`config.mk`:
```
export PLATFORM = sky130hd
export DESIGN_NAME = telnet_comport_option_codec
export DESIGN_NICKNAME = d
export VERILOG_FILES = /design/src/hw/rtl/tcoc_pkg.sv /design/src/hw/rtl/tcoc_ram.sv /design/src/hw/rtl/tcoc_front.sv /design/src/hw/rtl/tcoc_queue.sv /design/src/hw/rtl/tcoc_back.sv /design/src/hw/rtl/telnet_comport_option_codec.sv
export SDC_FILE = /design/constraint.sdc
export NUM_CORES = 1
export LEC_CHECK = 0
export BUFFER_PORTS_ARGS = -buffer_cell sky130_fd_sc_hd__buf_2
export CAP_MARGIN = 10
export CORE_ASPECT_RATIO = 1.1
export CORE_UTILIZATION = 50
export DETAILED_ROUTE_END_ITERATION = 12
export HOLD_SLACK_MARGIN = 0.03
export PLACE_DENSITY = 0.66
export SYNTH_ARGS = -nofsm -noshare
export SYNTH_HDL_FRONTEND = slang
export SYNTH_HIERARCHICAL = 1
export SYNTH_SLANG_ARGS = --single-unit
```
`constraint.sdc`:
```
create_clock -name clk -period 28.5 [get_ports clk]
set_clock_uncertainty 0.15 [all_clocks]
set_input_delay 5.7 -clock clk [delete_from_list [all_inputs] [get_ports clk]]
set_output_delay 5.7 -clock clk [all_outputs]
set_load 0.1 [all_outputs]
```
`src/hw/rtl/tcoc_pkg.sv`:
```
`timescale 1ns / 1ps
// ----------------------------------------------------------------------------
// tcoc_pkg: shared types and constants
// Word layouts, telnet codes, parser states and emit job types for the codec.
// ----------------------------------------------------------------------------
package tcoc_pkg;

    localparam int SB_DEPTH_DEF = 40;
    localparam int QUEUE_DEPTH  = 4;

    localparam logic [7:0] K_IAC  = 8'hFF;
    localparam logic [7:0] K_DONT = 8'hFE;
    localparam logic [7:0] K_DO   = 8'hFD;
    localparam logic [7:0] K_WONT = 8'hFC;
    localparam logic [7:0] K_WILL = 8'hFB;
    localparam logic [7:0] K_SB   = 8'hFA;
    localparam logic [7:0] K_SE   = 8'hF0;
    localparam logic [7:0] K_CPO  = 8'h2C;
    localparam logic [7:0] K_SGA  = 8'h03;
    localparam logic [7:0] K_ECHO = 8'h01;
    localparam logic [7:0] K_BIN  = 8'h00;
    localparam logic [7:0] K_RESP = 8'd100;

    localparam logic [1:0] REQ_CLIENT = 2'd0;
    localparam logic [1:0] REQ_SERIAL = 2'd1;
    localparam logic [1:0] REQ_NEWCON = 2'd2;

    localparam logic [2:0] CFG_BAUD   = 3'd0;
    localparam logic [2:0] CFG_DBITS  = 3'd1;
    localparam logic [2:0] CFG_PARITY = 3'd2;
    localparam logic [2:0] CFG_STOP   = 3'd3;
    localparam logic [2:0] CFG_CTRL   = 3'd4;

    typedef enum logic [2:0] {
        PS_SNIFF, PS_RAW, PS_DATA, PS_IAC, PS_NEG, PS_SB, PS_SBIAC
    } parse_state_t;

    typedef enum logic [1:0] {
        JOB_NONE, JOB_BYTES, JOB_REPLY
    } job_kind_t;

    typedef enum logic [1:0] {
        BS_IDLE, BS_LOAD, BS_EMIT
    } back_state_t;

    typedef struct packed {
        logic [1:0] req_type;
        logic [7:0] byte_in;
    } in_word_t;

    typedef struct packed {
        logic        dest;
        logic [7:0]  byte_out;
        logic        last;
        logic [31:0] line_baud;
        logic [7:0]  line_data_bits;
        logic [2:0]  line_parity;
        logic [1:0]  line_stop;
        logic        telnet_active;
        logic        owns_line;
    } out_word_t;

    typedef struct packed {
        logic [31:0] baud;
        logic [7:0]  data_bits;
        logic [2:0]  parity;
        logic [1:0]  stop;
    } line_t;

    // One job for the back part: up to three plain bytes, or a subnegotiation
    // dispatch, and a set of flags that hold after the item.
    typedef struct packed {
        job_kind_t  kind;
        logic       dest;
        logic [1:0] nbytes;
        logic [7:0] b0;
        logic [7:0] b1;
        logic [7:0] b2;
        logic       newcon;
        logic       take_own;
        logic       telnet;
        logic       owned;
        logic       bytes_after;
        logic [7:0] after_byte;
    } job_t;

endpackage

```
`src/hw/rtl/tcoc_ram.sv`:
```
`timescale 1ns / 1ps
// ----------------------------------------------------------------------------
// tcoc_ram: generic single-write memory
// One write port and one read port with registered read data.
// ----------------------------------------------------------------------------
module tcoc_ram #(
    parameter int WIDTH = 8,
    parameter int DEPTH = 40
) (
    input  logic                     clk,
    input  logic                     we,
    input  logic [$clog2(DEPTH)-1:0] waddr,
    input  logic [WIDTH-1:0]         wdata,
    input  logic [$clog2(DEPTH)-1:0] raddr,
    output logic [WIDTH-1:0]         rdata
);

    logic [WIDTH-1:0] mem_reg [DEPTH];

    always_ff @(posedge clk)
    begin
        if (we)
        begin
            mem_reg[waddr] <= wdata;
        end
        rdata <= mem_reg[raddr];
    end

endmodule

```
`src/hw/rtl/tcoc_front.sv`:
```
`timescale 1ns / 1ps
// ----------------------------------------------------------------------------
// tcoc_front: item parser
// Runs the telnet parser for one word a cycle while in_ok admits it, collects
// subnegotiation bytes into the store and hands jobs to the queue.
// ----------------------------------------------------------------------------
module tcoc_front #(
    parameter int SB_DEPTH = tcoc_pkg::SB_DEPTH_DEF
) (
    input  logic                        clk,
    input  logic                        rst_n,
    input  logic                        in_ok,
    input  tcoc_pkg::in_word_t          in_word,
    input  logic                        control_allowed,
    output tcoc_pkg::job_t              job,
    output logic                        job_valid,
    output logic                        sb_we,
    output logic [$clog2(SB_DEPTH)-1:0] sb_waddr,
    output logic [7:0]                  sb_wdata,
    output logic [$clog2(SB_DEPTH+1)-1:0] sb_count,
    output logic                        sb_hold
);

    localparam int CW = $clog2(SB_DEPTH + 1);

    tcoc_pkg::parse_state_t state_reg, state_next;
    logic                   telnet_reg, telnet_next;
    logic                   own_reg, own_next;
    logic [7:0]             pend_reg, pend_next;
    logic [CW-1:0]          cnt_reg, cnt_next;
    logic                   push;
    logic [7:0]             push_byte;
    logic [7:0]             b;
    logic                   is_neg;

    assign b = in_word.byte_in;
    assign is_neg = (b == tcoc_pkg::K_WILL) || (b == tcoc_pkg::K_WONT) ||
                    (b == tcoc_pkg::K_DO) || (b == tcoc_pkg::K_DONT);

    always_comb
    begin
        state_next = state_reg;
        telnet_next = telnet_reg;
        own_next = own_reg;
        pend_next = pend_reg;
        cnt_next = cnt_reg;
        push = 1'b0;
        push_byte = b;
        job = '0;
        job.kind = tcoc_pkg::JOB_NONE;
        job.dest = 1'b0;
        job.b0 = b;
        job.nbytes = 2'd1;
        case (in_word.req_type)
            tcoc_pkg::REQ_SERIAL:
            begin
                job.kind = tcoc_pkg::JOB_BYTES;
                job.dest = 1'b1;
                job.b1 = tcoc_pkg::K_IAC;
                job.nbytes = (telnet_reg && b == tcoc_pkg::K_IAC) ? 2'd2 : 2'd1;
            end
            tcoc_pkg::REQ_NEWCON:
            begin
                job.newcon = 1'b1;
                state_next = tcoc_pkg::PS_SNIFF;
                telnet_next = 1'b0;
                own_next = 1'b0;
                pend_next = '0;
            end
            tcoc_pkg::REQ_CLIENT:
            begin
                case (state_reg)
                    tcoc_pkg::PS_SNIFF:
                    begin
                        if (b != tcoc_pkg::K_IAC)
                        begin
                            state_next = tcoc_pkg::PS_RAW;
                            job.kind = tcoc_pkg::JOB_BYTES;
                        end
                        else
                        begin
                            telnet_next = 1'b1;
                            state_next = tcoc_pkg::PS_IAC;
                        end
                    end
                    tcoc_pkg::PS_RAW:
                    begin
                        job.kind = tcoc_pkg::JOB_BYTES;
                    end
                    tcoc_pkg::PS_DATA:
                    begin
                        if (b == tcoc_pkg::K_IAC)
                        begin
                            state_next = tcoc_pkg::PS_IAC;
                        end
                        else
                        begin
                            job.kind = tcoc_pkg::JOB_BYTES;
                        end
                    end
                    tcoc_pkg::PS_IAC:
                    begin
                        state_next = tcoc_pkg::PS_DATA;
                        if (b == tcoc_pkg::K_IAC)
                        begin
                            job.kind = tcoc_pkg::JOB_BYTES;
                        end
                        else if (b == tcoc_pkg::K_SB)
                        begin
                            cnt_next = '0;
                            state_next = tcoc_pkg::PS_SB;
                        end
                        else if (is_neg)
                        begin
                            pend_next = b;
                            state_next = tcoc_pkg::PS_NEG;
                        end
                    end
                    tcoc_pkg::PS_NEG:
                    begin
                        state_next = tcoc_pkg::PS_DATA;
                        job.dest = 1'b1;
                        job.b0 = tcoc_pkg::K_IAC;
                        job.b2 = b;
                        job.nbytes = 2'd3;
                        if (b == tcoc_pkg::K_CPO || b == tcoc_pkg::K_SGA ||
                            b == tcoc_pkg::K_BIN)
                        begin
                            if (pend_reg == tcoc_pkg::K_WILL)
                            begin
                                job.kind = tcoc_pkg::JOB_BYTES;
                                job.b1 = tcoc_pkg::K_DO;
                            end
                            else if (pend_reg == tcoc_pkg::K_DO)
                            begin
                                job.kind = tcoc_pkg::JOB_BYTES;
                                job.b1 = tcoc_pkg::K_WILL;
                            end
                        end
                        else if (b == tcoc_pkg::K_ECHO)
                        begin
                            if (pend_reg == tcoc_pkg::K_DO)
                            begin
                                job.kind = tcoc_pkg::JOB_BYTES;
                                job.b1 = tcoc_pkg::K_WONT;
                            end
                            else if (pend_reg == tcoc_pkg::K_WILL)
                            begin
                                job.kind = tcoc_pkg::JOB_BYTES;
                                job.b1 = tcoc_pkg::K_DONT;
                            end
                        end
                        else
                        begin
                            if (pend_reg == tcoc_pkg::K_WILL)
                            begin
                                job.kind = tcoc_pkg::JOB_BYTES;
                                job.b1 = tcoc_pkg::K_DONT;
                            end
                            else if (pend_reg == tcoc_pkg::K_DO)
                            begin
                                job.kind = tcoc_pkg::JOB_BYTES;
                                job.b1 = tcoc_pkg::K_WONT;
                            end
                        end
                        if (job.kind == tcoc_pkg::JOB_BYTES && b == tcoc_pkg::K_CPO &&
                            control_allowed)
                        begin
                            own_next = 1'b1;
                            job.take_own = 1'b1;
                        end
                    end
                    tcoc_pkg::PS_SB:
                    begin
                        if (b == tcoc_pkg::K_IAC)
                        begin
                            state_next = tcoc_pkg::PS_SBIAC;
                        end
                        else
                        begin
                            push = 1'b1;
                        end
                    end
                    tcoc_pkg::PS_SBIAC:
                    begin
                        if (b == tcoc_pkg::K_IAC)
                        begin
                            push = 1'b1;
                            state_next = tcoc_pkg::PS_SB;
                        end
                        else
                        begin
                            job.kind = tcoc_pkg::JOB_REPLY;
                            state_next = tcoc_pkg::PS_DATA;
                            job.after_byte = b;
                            if (b != tcoc_pkg::K_SE)
                            begin
                                if (b == tcoc_pkg::K_IAC)
                                begin
                                    state_next = tcoc_pkg::PS_IAC;
                                end
                                else
                                begin
                                    job.bytes_after = 1'b1;
                                end
                            end
                        end
                    end
                    default:
                    begin
                        state_next = tcoc_pkg::PS_DATA;
                    end
                endcase
            end
            default:
            begin
            end
        endcase
        if (push && cnt_reg < CW'(SB_DEPTH))
        begin
            cnt_next = cnt_reg + 1'b1;
        end
        job.telnet = telnet_next;
        job.owned = own_next;
    end

    assign job_valid = in_ok && (job.kind != tcoc_pkg::JOB_NONE || job.newcon);
    assign sb_we = in_ok && push && (cnt_reg < CW'(SB_DEPTH));
    assign sb_waddr = cnt_reg[$clog2(SB_DEPTH)-1:0];
    assign sb_wdata = push_byte;
    assign sb_count = cnt_reg;
    assign sb_hold = state_reg inside {tcoc_pkg::PS_IAC, tcoc_pkg::PS_SB, tcoc_pkg::PS_SBIAC};

    always_ff @(posedge clk or negedge rst_n)
    begin
        if (!rst_n)
        begin
            state_reg <= tcoc_pkg::PS_SNIFF;
            telnet_reg <= 1'b0;
            own_reg <= 1'b0;
            pend_reg <= '0;
            cnt_reg <= '0;
        end
        else if (in_ok)
        begin
            state_reg <= state_next;
            telnet_reg <= telnet_next;
            own_reg <= own_next;
            pend_reg <= pend_next;
            cnt_reg <= cnt_next;
        end
    end

endmodule

```
`src/hw/rtl/tcoc_queue.sv`:
```
`timescale 1ns / 1ps
// ----------------------------------------------------------------------------
// tcoc_queue: job queue
// A short register queue between the parser and the emitter.
// ----------------------------------------------------------------------------
module tcoc_queue #(
    parameter int WIDTH = 8,
    parameter int DEPTH = tcoc_pkg::QUEUE_DEPTH
) (
    input  logic             clk,
    input  logic             rst_n,
    input  logic             push,
    input  logic [WIDTH-1:0] wdata,
    input  logic             pop,
    output logic [WIDTH-1:0] rdata,
    output logic             empty,
    output logic             full
);

    localparam int AW = $clog2(DEPTH);

    logic [WIDTH-1:0] slot_reg [DEPTH];
    logic [AW-1:0]    wp_reg, rp_reg;
    logic [AW:0]      n_reg;

    assign empty = (n_reg == '0);
    assign full = (n_reg == (AW+1)'(DEPTH));
    assign rdata = slot_reg[rp_reg];

    always_ff @(posedge clk)
    begin
        if (push)
        begin
            slot_reg[wp_reg] <= wdata;
        end
    end

    always_ff @(posedge clk or negedge rst_n)
    begin
        if (!rst_n)
        begin
            wp_reg <= '0;
            rp_reg <= '0;
            n_reg <= '0;
        end
        else
        begin
            if (push)
            begin
                wp_reg <= (wp_reg == AW'(DEPTH - 1)) ? '0 : wp_reg + 1'b1;
            end
            if (pop)
            begin
                rp_reg <= (rp_reg == AW'(DEPTH - 1)) ? '0 : rp_reg + 1'b1;
            end
            n_reg <= n_reg + (AW+1)'(push) - (AW+1)'(pop);
        end
    end

endmodule

```
`src/hw/rtl/tcoc_back.sv`:
```
`timescale 1ns / 1ps
// ----------------------------------------------------------------------------
// tcoc_back: result emitter
// Takes one job at a time, applies line coding changes and sends the
// resulting bytes one word a cycle while out_stall is low, through an output register.
// ----------------------------------------------------------------------------
module tcoc_back #(
    parameter int SB_DEPTH = tcoc_pkg::SB_DEPTH_DEF
) (
    input  logic                          clk,
    input  logic                          rst_n,
    input  tcoc_pkg::job_t                job,
    input  logic                          job_ready,
    output logic                          job_pop,
    input  tcoc_pkg::line_t               defaults,
    output logic [$clog2(SB_DEPTH)-1:0]   sb_raddr,
    input  logic [7:0]                    sb_rdata,
    input  logic [$clog2(SB_DEPTH+1)-1:0] sb_count,
    output tcoc_pkg::out_word_t           out_word,
    output logic                          out_valid,
    input  logic                          out_stall,
    output logic                          reply_done
);

    localparam int AW = $clog2(SB_DEPTH);
    localparam int CW = $clog2(SB_DEPTH + 1);

    tcoc_pkg::back_state_t st_reg, st_next;
    tcoc_pkg::line_t       line_reg, line_next;
    tcoc_pkg::job_t        cur_reg;
    logic [2:0]            ld_reg;
    logic [7:0]            sb0_reg, cmd_reg;
    logic [7:0]            v_reg [4];
    logic [3:0]            seq_len;
    logic [7:0]            seq [15];
    logic [3:0]            idx_reg;
    logic [7:0]            rb [4];
    logic [2:0]            rn;
    logic                  rvalid;
    logic [CW-1:0]         vlen;
    logic                  own;
    logic [7:0]            v0;
    logic [3:0]            k;
    logic [7:0]            resp;
    logic                  out_free;
    logic [31:0]           q;

    assign out_free = !out_valid || !out_stall;
    assign vlen = (sb_count >= CW'(2)) ? sb_count - CW'(2) : '0;
    assign own = cur_reg.owned;
    assign v0 = (vlen >= CW'(1)) ? v_reg[0] : 8'h00;
    assign sb_raddr = AW'(ld_reg);
    assign q = {v_reg[0], v_reg[1], v_reg[2], v_reg[3]};

    // Reply payload and line update for a completed subnegotiation.
    always_comb
    begin
        line_next = line_reg;
        rvalid = 1'b0;
        rn = 3'd1;
        resp = tcoc_pkg::K_RESP + cmd_reg;
        rb[0] = 8'h00;
        rb[1] = 8'h00;
        rb[2] = 8'h00;
        rb[3] = 8'h00;
        if (cur_reg.kind == tcoc_pkg::JOB_REPLY && sb_count >= CW'(2) &&
            sb0_reg == tcoc_pkg::K_CPO)
        begin
            rvalid = 1'b1;
            case (cmd_reg)
                8'd0: rn = 3'd0;
                8'd1:
                begin
                    if (vlen >= CW'(4) && q != 32'd0 && own)
                    begin
                        line_next.baud = q;
                    end
                    rn = 3'd4;
                    rb[0] = line_next.baud[31:24];
                    rb[1] = line_next.baud[23:16];
                    rb[2] = line_next.baud[15:8];
                    rb[3] = line_next.baud[7:0];
                end
                8'd2:
                begin
                    if (v0 != 8'd0 && own)
                    begin
                        line_next.data_bits = v0;
                    end
                    rb[0] = line_next.data_bits;
                end
                8'd3:
                begin
                    if (v0 != 8'd0 && own)
                    begin
                        line_next.parity = (v0 <= 8'd5) ? 3'(v0 - 8'd1) : 3'd0;
                    end
                    rb[0] = 8'(line_next.parity) + 8'd1;
                end
                8'd4:
                begin
                    if (v0 != 8'd0 && own)
                    begin
                        line_next.stop = (v0 == 8'd2) ? 2'd2 : ((v0 == 8'd3) ? 2'd1 : 2'd0);
                    end
                    rb[0] = (line_next.stop == 2'd2) ? 8'd2 :
                            ((line_next.stop == 2'd1) ? 8'd3 : 8'd1);
                end
                8'd5:
                begin
                    if (v0 <= 8'd3) rb[0] = 8'd1;
                    else if (v0 <= 8'd6) rb[0] = 8'd6;
                    else if (v0 <= 8'd9) rb[0] = 8'd8;
                    else if (v0 <= 8'd12) rb[0] = 8'd11;
                    else rb[0] = 8'd1;
                end
                8'd10, 8'd11: rb[0] = 8'd0;
                8'd12: rb[0] = v0;
                default: rvalid = 1'b0;
            endcase
        end
    end

    // Flatten the job into a byte sequence.
    always_comb
    begin
        for (int i = 0; i < 15; i++)
        begin
            seq[i] = 8'h00;
        end
        k = 4'd0;
        if (cur_reg.kind == tcoc_pkg::JOB_BYTES)
        begin
            seq[0] = cur_reg.b0;
            seq[1] = cur_reg.b1;
            seq[2] = cur_reg.b2;
            k = 4'(cur_reg.nbytes);
        end
        else if (cur_reg.kind == tcoc_pkg::JOB_REPLY)
        begin
            if (rvalid)
            begin
                seq[0] = tcoc_pkg::K_IAC;
                seq[1] = tcoc_pkg::K_SB;
                seq[2] = tcoc_pkg::K_CPO;
                seq[3] = resp;
                k = 4'd4;
                for (int j = 0; j < 4; j++)
                begin
                    if (3'(j) < rn)
                    begin
                        seq[k] = rb[j];
                        k = k + 4'd1;
                        if (rb[j] == tcoc_pkg::K_IAC)
                        begin
                            seq[k] = tcoc_pkg::K_IAC;
                            k = k + 4'd1;
                        end
                    end
                end
                seq[k] = tcoc_pkg::K_IAC;
                seq[k + 4'd1] = tcoc_pkg::K_SE;
                k = k + 4'd2;
            end
            if (cur_reg.bytes_after && k < 4'd15)
            begin
                seq[k] = cur_reg.after_byte;
                k = k + 4'd1;
            end
        end
        seq_len = k;
    end

    always_comb
    begin
        st_next = st_reg;
        case (st_reg)
            tcoc_pkg::BS_IDLE:
            begin
                if (job_ready)
                begin
                    if (job.newcon)
                    begin
                        st_next = tcoc_pkg::BS_IDLE;
                    end
                    else if (job.kind == tcoc_pkg::JOB_REPLY)
                    begin
                        st_next = tcoc_pkg::BS_LOAD;
                    end
                    else
                    begin
                        st_next = tcoc_pkg::BS_EMIT;
                    end
                end
            end
            tcoc_pkg::BS_LOAD:
            begin
                if (ld_reg == 3'd6)
                begin
                    st_next = tcoc_pkg::BS_EMIT;
                end
            end
            tcoc_pkg::BS_EMIT:
            begin
                if (seq_len == 4'd0 || (out_free && idx_reg + 4'd1 >= seq_len))
                begin
                    st_next = tcoc_pkg::BS_IDLE;
                end
            end
            default: st_next = tcoc_pkg::BS_IDLE;
        endcase
    end

    always_comb
    begin
        job_pop = (st_reg == tcoc_pkg::BS_IDLE) && job_ready;
    end

    assign reply_done = (st_reg == tcoc_pkg::BS_EMIT) && (st_next == tcoc_pkg::BS_IDLE) &&
                        (cur_reg.kind == tcoc_pkg::JOB_REPLY);

    always_ff @(posedge clk)
    begin
        if (job_pop)
        begin
            cur_reg <= job;
        end
        if (st_reg == tcoc_pkg::BS_LOAD)
        begin
            case (ld_reg)
                3'd1: sb0_reg <= sb_rdata;
                3'd2: cmd_reg <= sb_rdata;
                3'd3: v_reg[0] <= sb_rdata;
                3'd4: v_reg[1] <= sb_rdata;
                3'd5: v_reg[2] <= sb_rdata;
                3'd6: v_reg[3] <= sb_rdata;
                default:
                begin
                end
            endcase
        end
    end

    always_ff @(posedge clk or negedge rst_n)
    begin
        if (!rst_n)
        begin
            st_reg <= tcoc_pkg::BS_IDLE;
            ld_reg <= '0;
            idx_reg <= '0;
            line_reg <= '{baud: 32'd115200, data_bits: 8'd8, parity: 3'd0, stop: 2'd0};
            out_valid <= 1'b0;
            out_word <= '0;
        end
        else
        begin
            st_reg <= st_next;
            if (out_valid && !out_stall)
            begin
                out_valid <= 1'b0;
            end
            if (job_pop && job.newcon)
            begin
                line_reg <= defaults;
            end
            if (job_pop)
            begin
                ld_reg <= '0;
                idx_reg <= '0;
            end
            else if (st_reg == tcoc_pkg::BS_LOAD)
            begin
                ld_reg <= ld_reg + 3'd1;
            end
            if (st_reg == tcoc_pkg::BS_EMIT && out_free && seq_len != 4'd0)
            begin
                out_valid <= 1'b1;
                out_word.dest <= cur_reg.dest || (cur_reg.kind == tcoc_pkg::JOB_REPLY &&
                                 !(cur_reg.bytes_after && idx_reg + 4'd1 == seq_len));
                out_word.byte_out <= seq[idx_reg];
                out_word.last <= (idx_reg + 4'd1 >= seq_len);
                out_word.line_baud <= line_next.baud;
                out_word.line_data_bits <= line_next.data_bits;
                out_word.line_parity <= line_next.parity;
                out_word.line_stop <= line_next.stop;
                out_word.telnet_active <= cur_reg.telnet;
                out_word.owns_line <= cur_reg.owned;
                idx_reg <= idx_reg + 4'd1;
            end
            if (reply_done)
            begin
                line_reg <= line_next;
            end
        end
    end

endmodule

```
`src/hw/rtl/telnet_comport_option_codec.sv`:
```
`timescale 1ns / 1ps
// ----------------------------------------------------------------------------
// telnet_comport_option_codec: telnet and com-port option codec
// Channel  Direction  Word                   Handshake
// in       input      tcoc_pkg::in_word_t    in_valid / in_stall
// out      output     tcoc_pkg::out_word_t   out_valid / out_stall
// cfg      input      index + 32-bit data    cfg_we
// The parser takes one word a cycle while the four-job queue has room. A job
// holds the emitter until its result words have gone out, a new connection
// is taken in the idle state; a subnegotiation reply first reads the store.
// Until a reply has gone out, input stalls once the parser reaches an IAC.
// Reset restores the default line coding and the sniffing state.
// ----------------------------------------------------------------------------
module telnet_comport_option_codec #(
    parameter int SB_DEPTH = tcoc_pkg::SB_DEPTH_DEF
) (
    input  logic                clk,
    input  logic                rst_n,
    input  logic                in_valid,
    output logic                in_stall,
    input  tcoc_pkg::in_word_t  in_word,
    output logic                out_valid,
    input  logic                out_stall,
    output tcoc_pkg::out_word_t out_word,
    input  logic                cfg_we,
    input  logic [2:0]          cfg_index,
    input  logic [31:0]         cfg_data
);

    localparam int AW = $clog2(SB_DEPTH);
    localparam int CW = $clog2(SB_DEPTH + 1);
    localparam int JW = $bits(tcoc_pkg::job_t);

    tcoc_pkg::line_t defaults_reg;
    logic            ctrl_reg;
    logic            in_ok;
    tcoc_pkg::job_t  fjob, bjob;
    logic            fjob_valid;
    logic            q_empty, q_full, q_pop;
    logic            sb_we;
    logic [AW-1:0]   sb_waddr, sb_raddr;
    logic [7:0]      sb_wdata, sb_rdata;
    logic [CW-1:0]   sb_count;
    logic [JW-1:0]   q_rdata;
    logic            sb_hold;
    logic            reply_done;
    logic            reply_busy_reg;

    assign in_stall = q_full || (reply_busy_reg && sb_hold);
    assign in_ok = in_valid && !in_stall;
    assign bjob = tcoc_pkg::job_t'(q_rdata);

    always_ff @(posedge clk or negedge rst_n)
    begin
        if (!rst_n)
        begin
            reply_busy_reg <= 1'b0;
        end
        else if (fjob_valid && fjob.kind == tcoc_pkg::JOB_REPLY)
        begin
            reply_busy_reg <= 1'b1;
        end
        else if (reply_done)
        begin
            reply_busy_reg <= 1'b0;
        end
    end

    always_ff @(posedge clk or negedge rst_n)
    begin
        if (!rst_n)
        begin
            defaults_reg <= '{baud: 32'd115200, data_bits: 8'd8, parity: 3'd0, stop: 2'd0};
            ctrl_reg <= 1'b1;
        end
        else if (cfg_we)
        begin
            case (cfg_index)
                tcoc_pkg::CFG_BAUD:   defaults_reg.baud <= cfg_data;
                tcoc_pkg::CFG_DBITS:  defaults_reg.data_bits <= cfg_data[7:0];
                tcoc_pkg::CFG_PARITY: defaults_reg.parity <= cfg_data[2:0];
                tcoc_pkg::CFG_STOP:   defaults_reg.stop <= cfg_data[1:0];
                tcoc_pkg::CFG_CTRL:   ctrl_reg <= cfg_data[0];
                default:
                begin
                end
            endcase
        end
    end

    tcoc_front #(.SB_DEPTH(SB_DEPTH)) u_front (
        .clk(clk), .rst_n(rst_n), .in_ok(in_ok), .in_word(in_word),
        .control_allowed(ctrl_reg), .job(fjob), .job_valid(fjob_valid),
        .sb_we(sb_we), .sb_waddr(sb_waddr), .sb_wdata(sb_wdata), .sb_count(sb_count),
        .sb_hold(sb_hold)
    );

    tcoc_ram #(.WIDTH(8), .DEPTH(SB_DEPTH)) u_sb (
        .clk(clk), .we(sb_we), .waddr(sb_waddr), .wdata(sb_wdata),
        .raddr(sb_raddr), .rdata(sb_rdata)
    );

    tcoc_queue #(.WIDTH(JW), .DEPTH(tcoc_pkg::QUEUE_DEPTH)) u_queue (
        .clk(clk), .rst_n(rst_n), .push(fjob_valid), .wdata(JW'(fjob)),
        .pop(q_pop), .rdata(q_rdata), .empty(q_empty), .full(q_full)
    );

    tcoc_back #(.SB_DEPTH(SB_DEPTH)) u_back (
        .clk(clk), .rst_n(rst_n), .job(bjob), .job_ready(!q_empty), .job_pop(q_pop),
        .defaults(defaults_reg), .sb_raddr(sb_raddr), .sb_rdata(sb_rdata),
        .sb_count(sb_count), .out_word(out_word), .out_valid(out_valid),
        .out_stall(out_stall), .reply_done(reply_done)
    );

endmodule
```
==> impl_metrics.toml <==
[floorplanning]
row_count = 106
io_pins = 109
die_y_um = 294.3
dieArea_um2 = 78770
design.core.area_um2 = 76390
fp.dieW_um = 267.7
start_util_pct = 50.82

[cts]
cts_hold_buf = 0
clockBufferDepth = 3
clkLatencyLatePin_ns = 0.65
ctsResizeCount = 0
cts-htree-levels = 3
root_buffer = "clkbuf_16"
post_cts.repair.setup_buffers = 0
cts_inserted_buffers = 79
clock-sinks = 765
cts_tree = "done"
path_clk_slew_ns = 0.06

[synthesis]
syn_area_um2 = 38820
synth-warning-count = 6
synth.avg_cell_area_um2 = 11.95
syn_inst = 3248

[timing]
rsz0062_at_grt = "no"
tightestPinTransition_ns = 1.360
setup_violations = 0
min_period_over_period_pct = 45.07
max_freq_ghz = 0.07784
finalHoldViolCount = 0
finalMaxSlewViolations = 0
relSlewSlack_pct = 8.989
tns_ns = 0
period_minus_slack_ns = 12.85

[cells_and_area]
fillers = 6442
final_layout_size_suffix_gt1_share_pct = 15.81
largest_reg_flops = 320
syn2layout_area_growth_pct = 9.588
fin_nets = 3376

[worst_setup_path]
crit_slowest_cell = "dfrtp_1"
critPathMaxFanout = 33
cp.required_ns = 28.82
slowest_delay_ns = 0.66
critPathKind = "reg2reg"
startpoint_type = "flop"
cp.arrival_ns = 13.17
cp_common_cell = "ha_1"
endpoint_kind = "flop"

[global_routing]
grt_usage_pct = 33.00
grt_max_degree = 92
grt_pass1_vias = 28280
antenna_found_initial = 4
grt_overflow_total = 0
grt_pass1_wl_um = 190100

[power_and_ir_drop]
finalPower_uw = 3737
p_per_area_nw_per_um2 = 87.84
peakVddDrop_uv = 93.54
power.leakage_uw = 0.01510

[detailed_routing]
drc = 0
viasPerCell = 6.572
drt_iter0_drc = 2981
wl_per_cell_um = 29.66
vias = 28750
drtPass1Iterations = 6
drt-total-wl_um = 129800
detail-route-antenna-nets = 0

[placement]
dp_hpwl_um = 91420
finalWeightedCongestion = 1.033
portBuffers = 108

[run]
drv_cap = 0

[status]
status = "finished, final reports clean"

[min_path]
hold_path.class = "reg2reg"
==> through the flow <==
stage	instance area (µm²)	setup slack [ns]	instances	hold WS [ns]	utilization [%]
2_1_floorplan	38830	17.99	3250	0.2646	-
3_3_place_gp	40010	16.65	4227	0.2829	52.37
3_5_place_dp	40010	16.18	4227	0.2787	52.37
4_1_cts	42530	16.07	4372	0.2937	55.68
5_1_grt	42540	14.99	4374	0.3237	55.69
6_report	42550	15.65	4375	0.2938	55.69
==> final cells by class <==
| type | count | area (µm²) | area share, % |
|---|---|---|---|
| sequential | 765 | 21990 | 51.68 |
| multi-input combinational | 2205 | 15500 | 36.43 |
| clock buffer | 103 | 2128 | 5.002 |
| tap | 1026 | 1284 | 3.017 |
| timing repair buffer | 170 | 1015 | 2.385 |
| clock inverter | 42 | 394.1 | 0.9264 |
| inverter | 62 | 232.7 | 0.5470 |
| antenna | 2 | 5.005 | 0.01176 |
==> layer usage <==
layer	vias up	part of all wire, %	GRT usage [%]
li1	12560	-	-
met1	14480	41	43.67
met2	1390	47	52.55
met3	318	8.4	6.617
met4	4	4.5	14.73
met5	-	0.017	0
==> path summary, 6_finish.rpt <==
kind                                startpoint                  end  slack, ns  cells after the start
hold reg to reg             u_back/cur_reg[10]   u_back/out_word[1]       0.29                      2
max in group asynchronous                rst_n    u_queue/rp_reg[1]      21.17                      3
setup / recovery           u_front/sb_count[2]  u_back/line_reg[38]      15.65                     48
setup reg to reg           u_front/sb_count[2]  u_back/line_reg[38]      15.65                     48
min in group asynchronous                rst_n  u_back/line_reg[10]       4.88                      1
hold / removal              u_back/cur_reg[10]   u_back/out_word[1]       0.29                      2
==> worst max-delay path: cells and delay by family (launching register included) <==
family	cells	cell delay (ns)
fa+ha+maj	7	2.19
buf+inv	4	0.94
xor+xnor	2	0.63
mux	1	0.58
simple gates	16	3.91
compound gates	18	3.57
flops	1	0.66
==> power by group <==
group          switching, µW  leakage, µW  internal (µW)  total (µW)
clock network            437      0.00124            569        1010
registers                179      0.00755           1410        1590
logic                    791      0.00630            352        1140
==> cell usage in the layout (no fill, tap or decap), drive strengths merged, types with 57 or more instances in the layout <==
| cell type | instances |
|---|---|
| a21oi | 153 |
| buf | 168 |
| clkbuf | 105 |
| dfrtp | 174 |
| edfxtp | 572 |
| inv | 67 |
| mux2 | 64 |
| mux2i | 168 |
| mux4 | 57 |
| nand2 | 328 |
| nand3 | 79 |
| nor2 | 240 |
| nor3 | 68 |
| o21ai | 196 |
No activity file was read; power rests on OpenSTA's default activity.
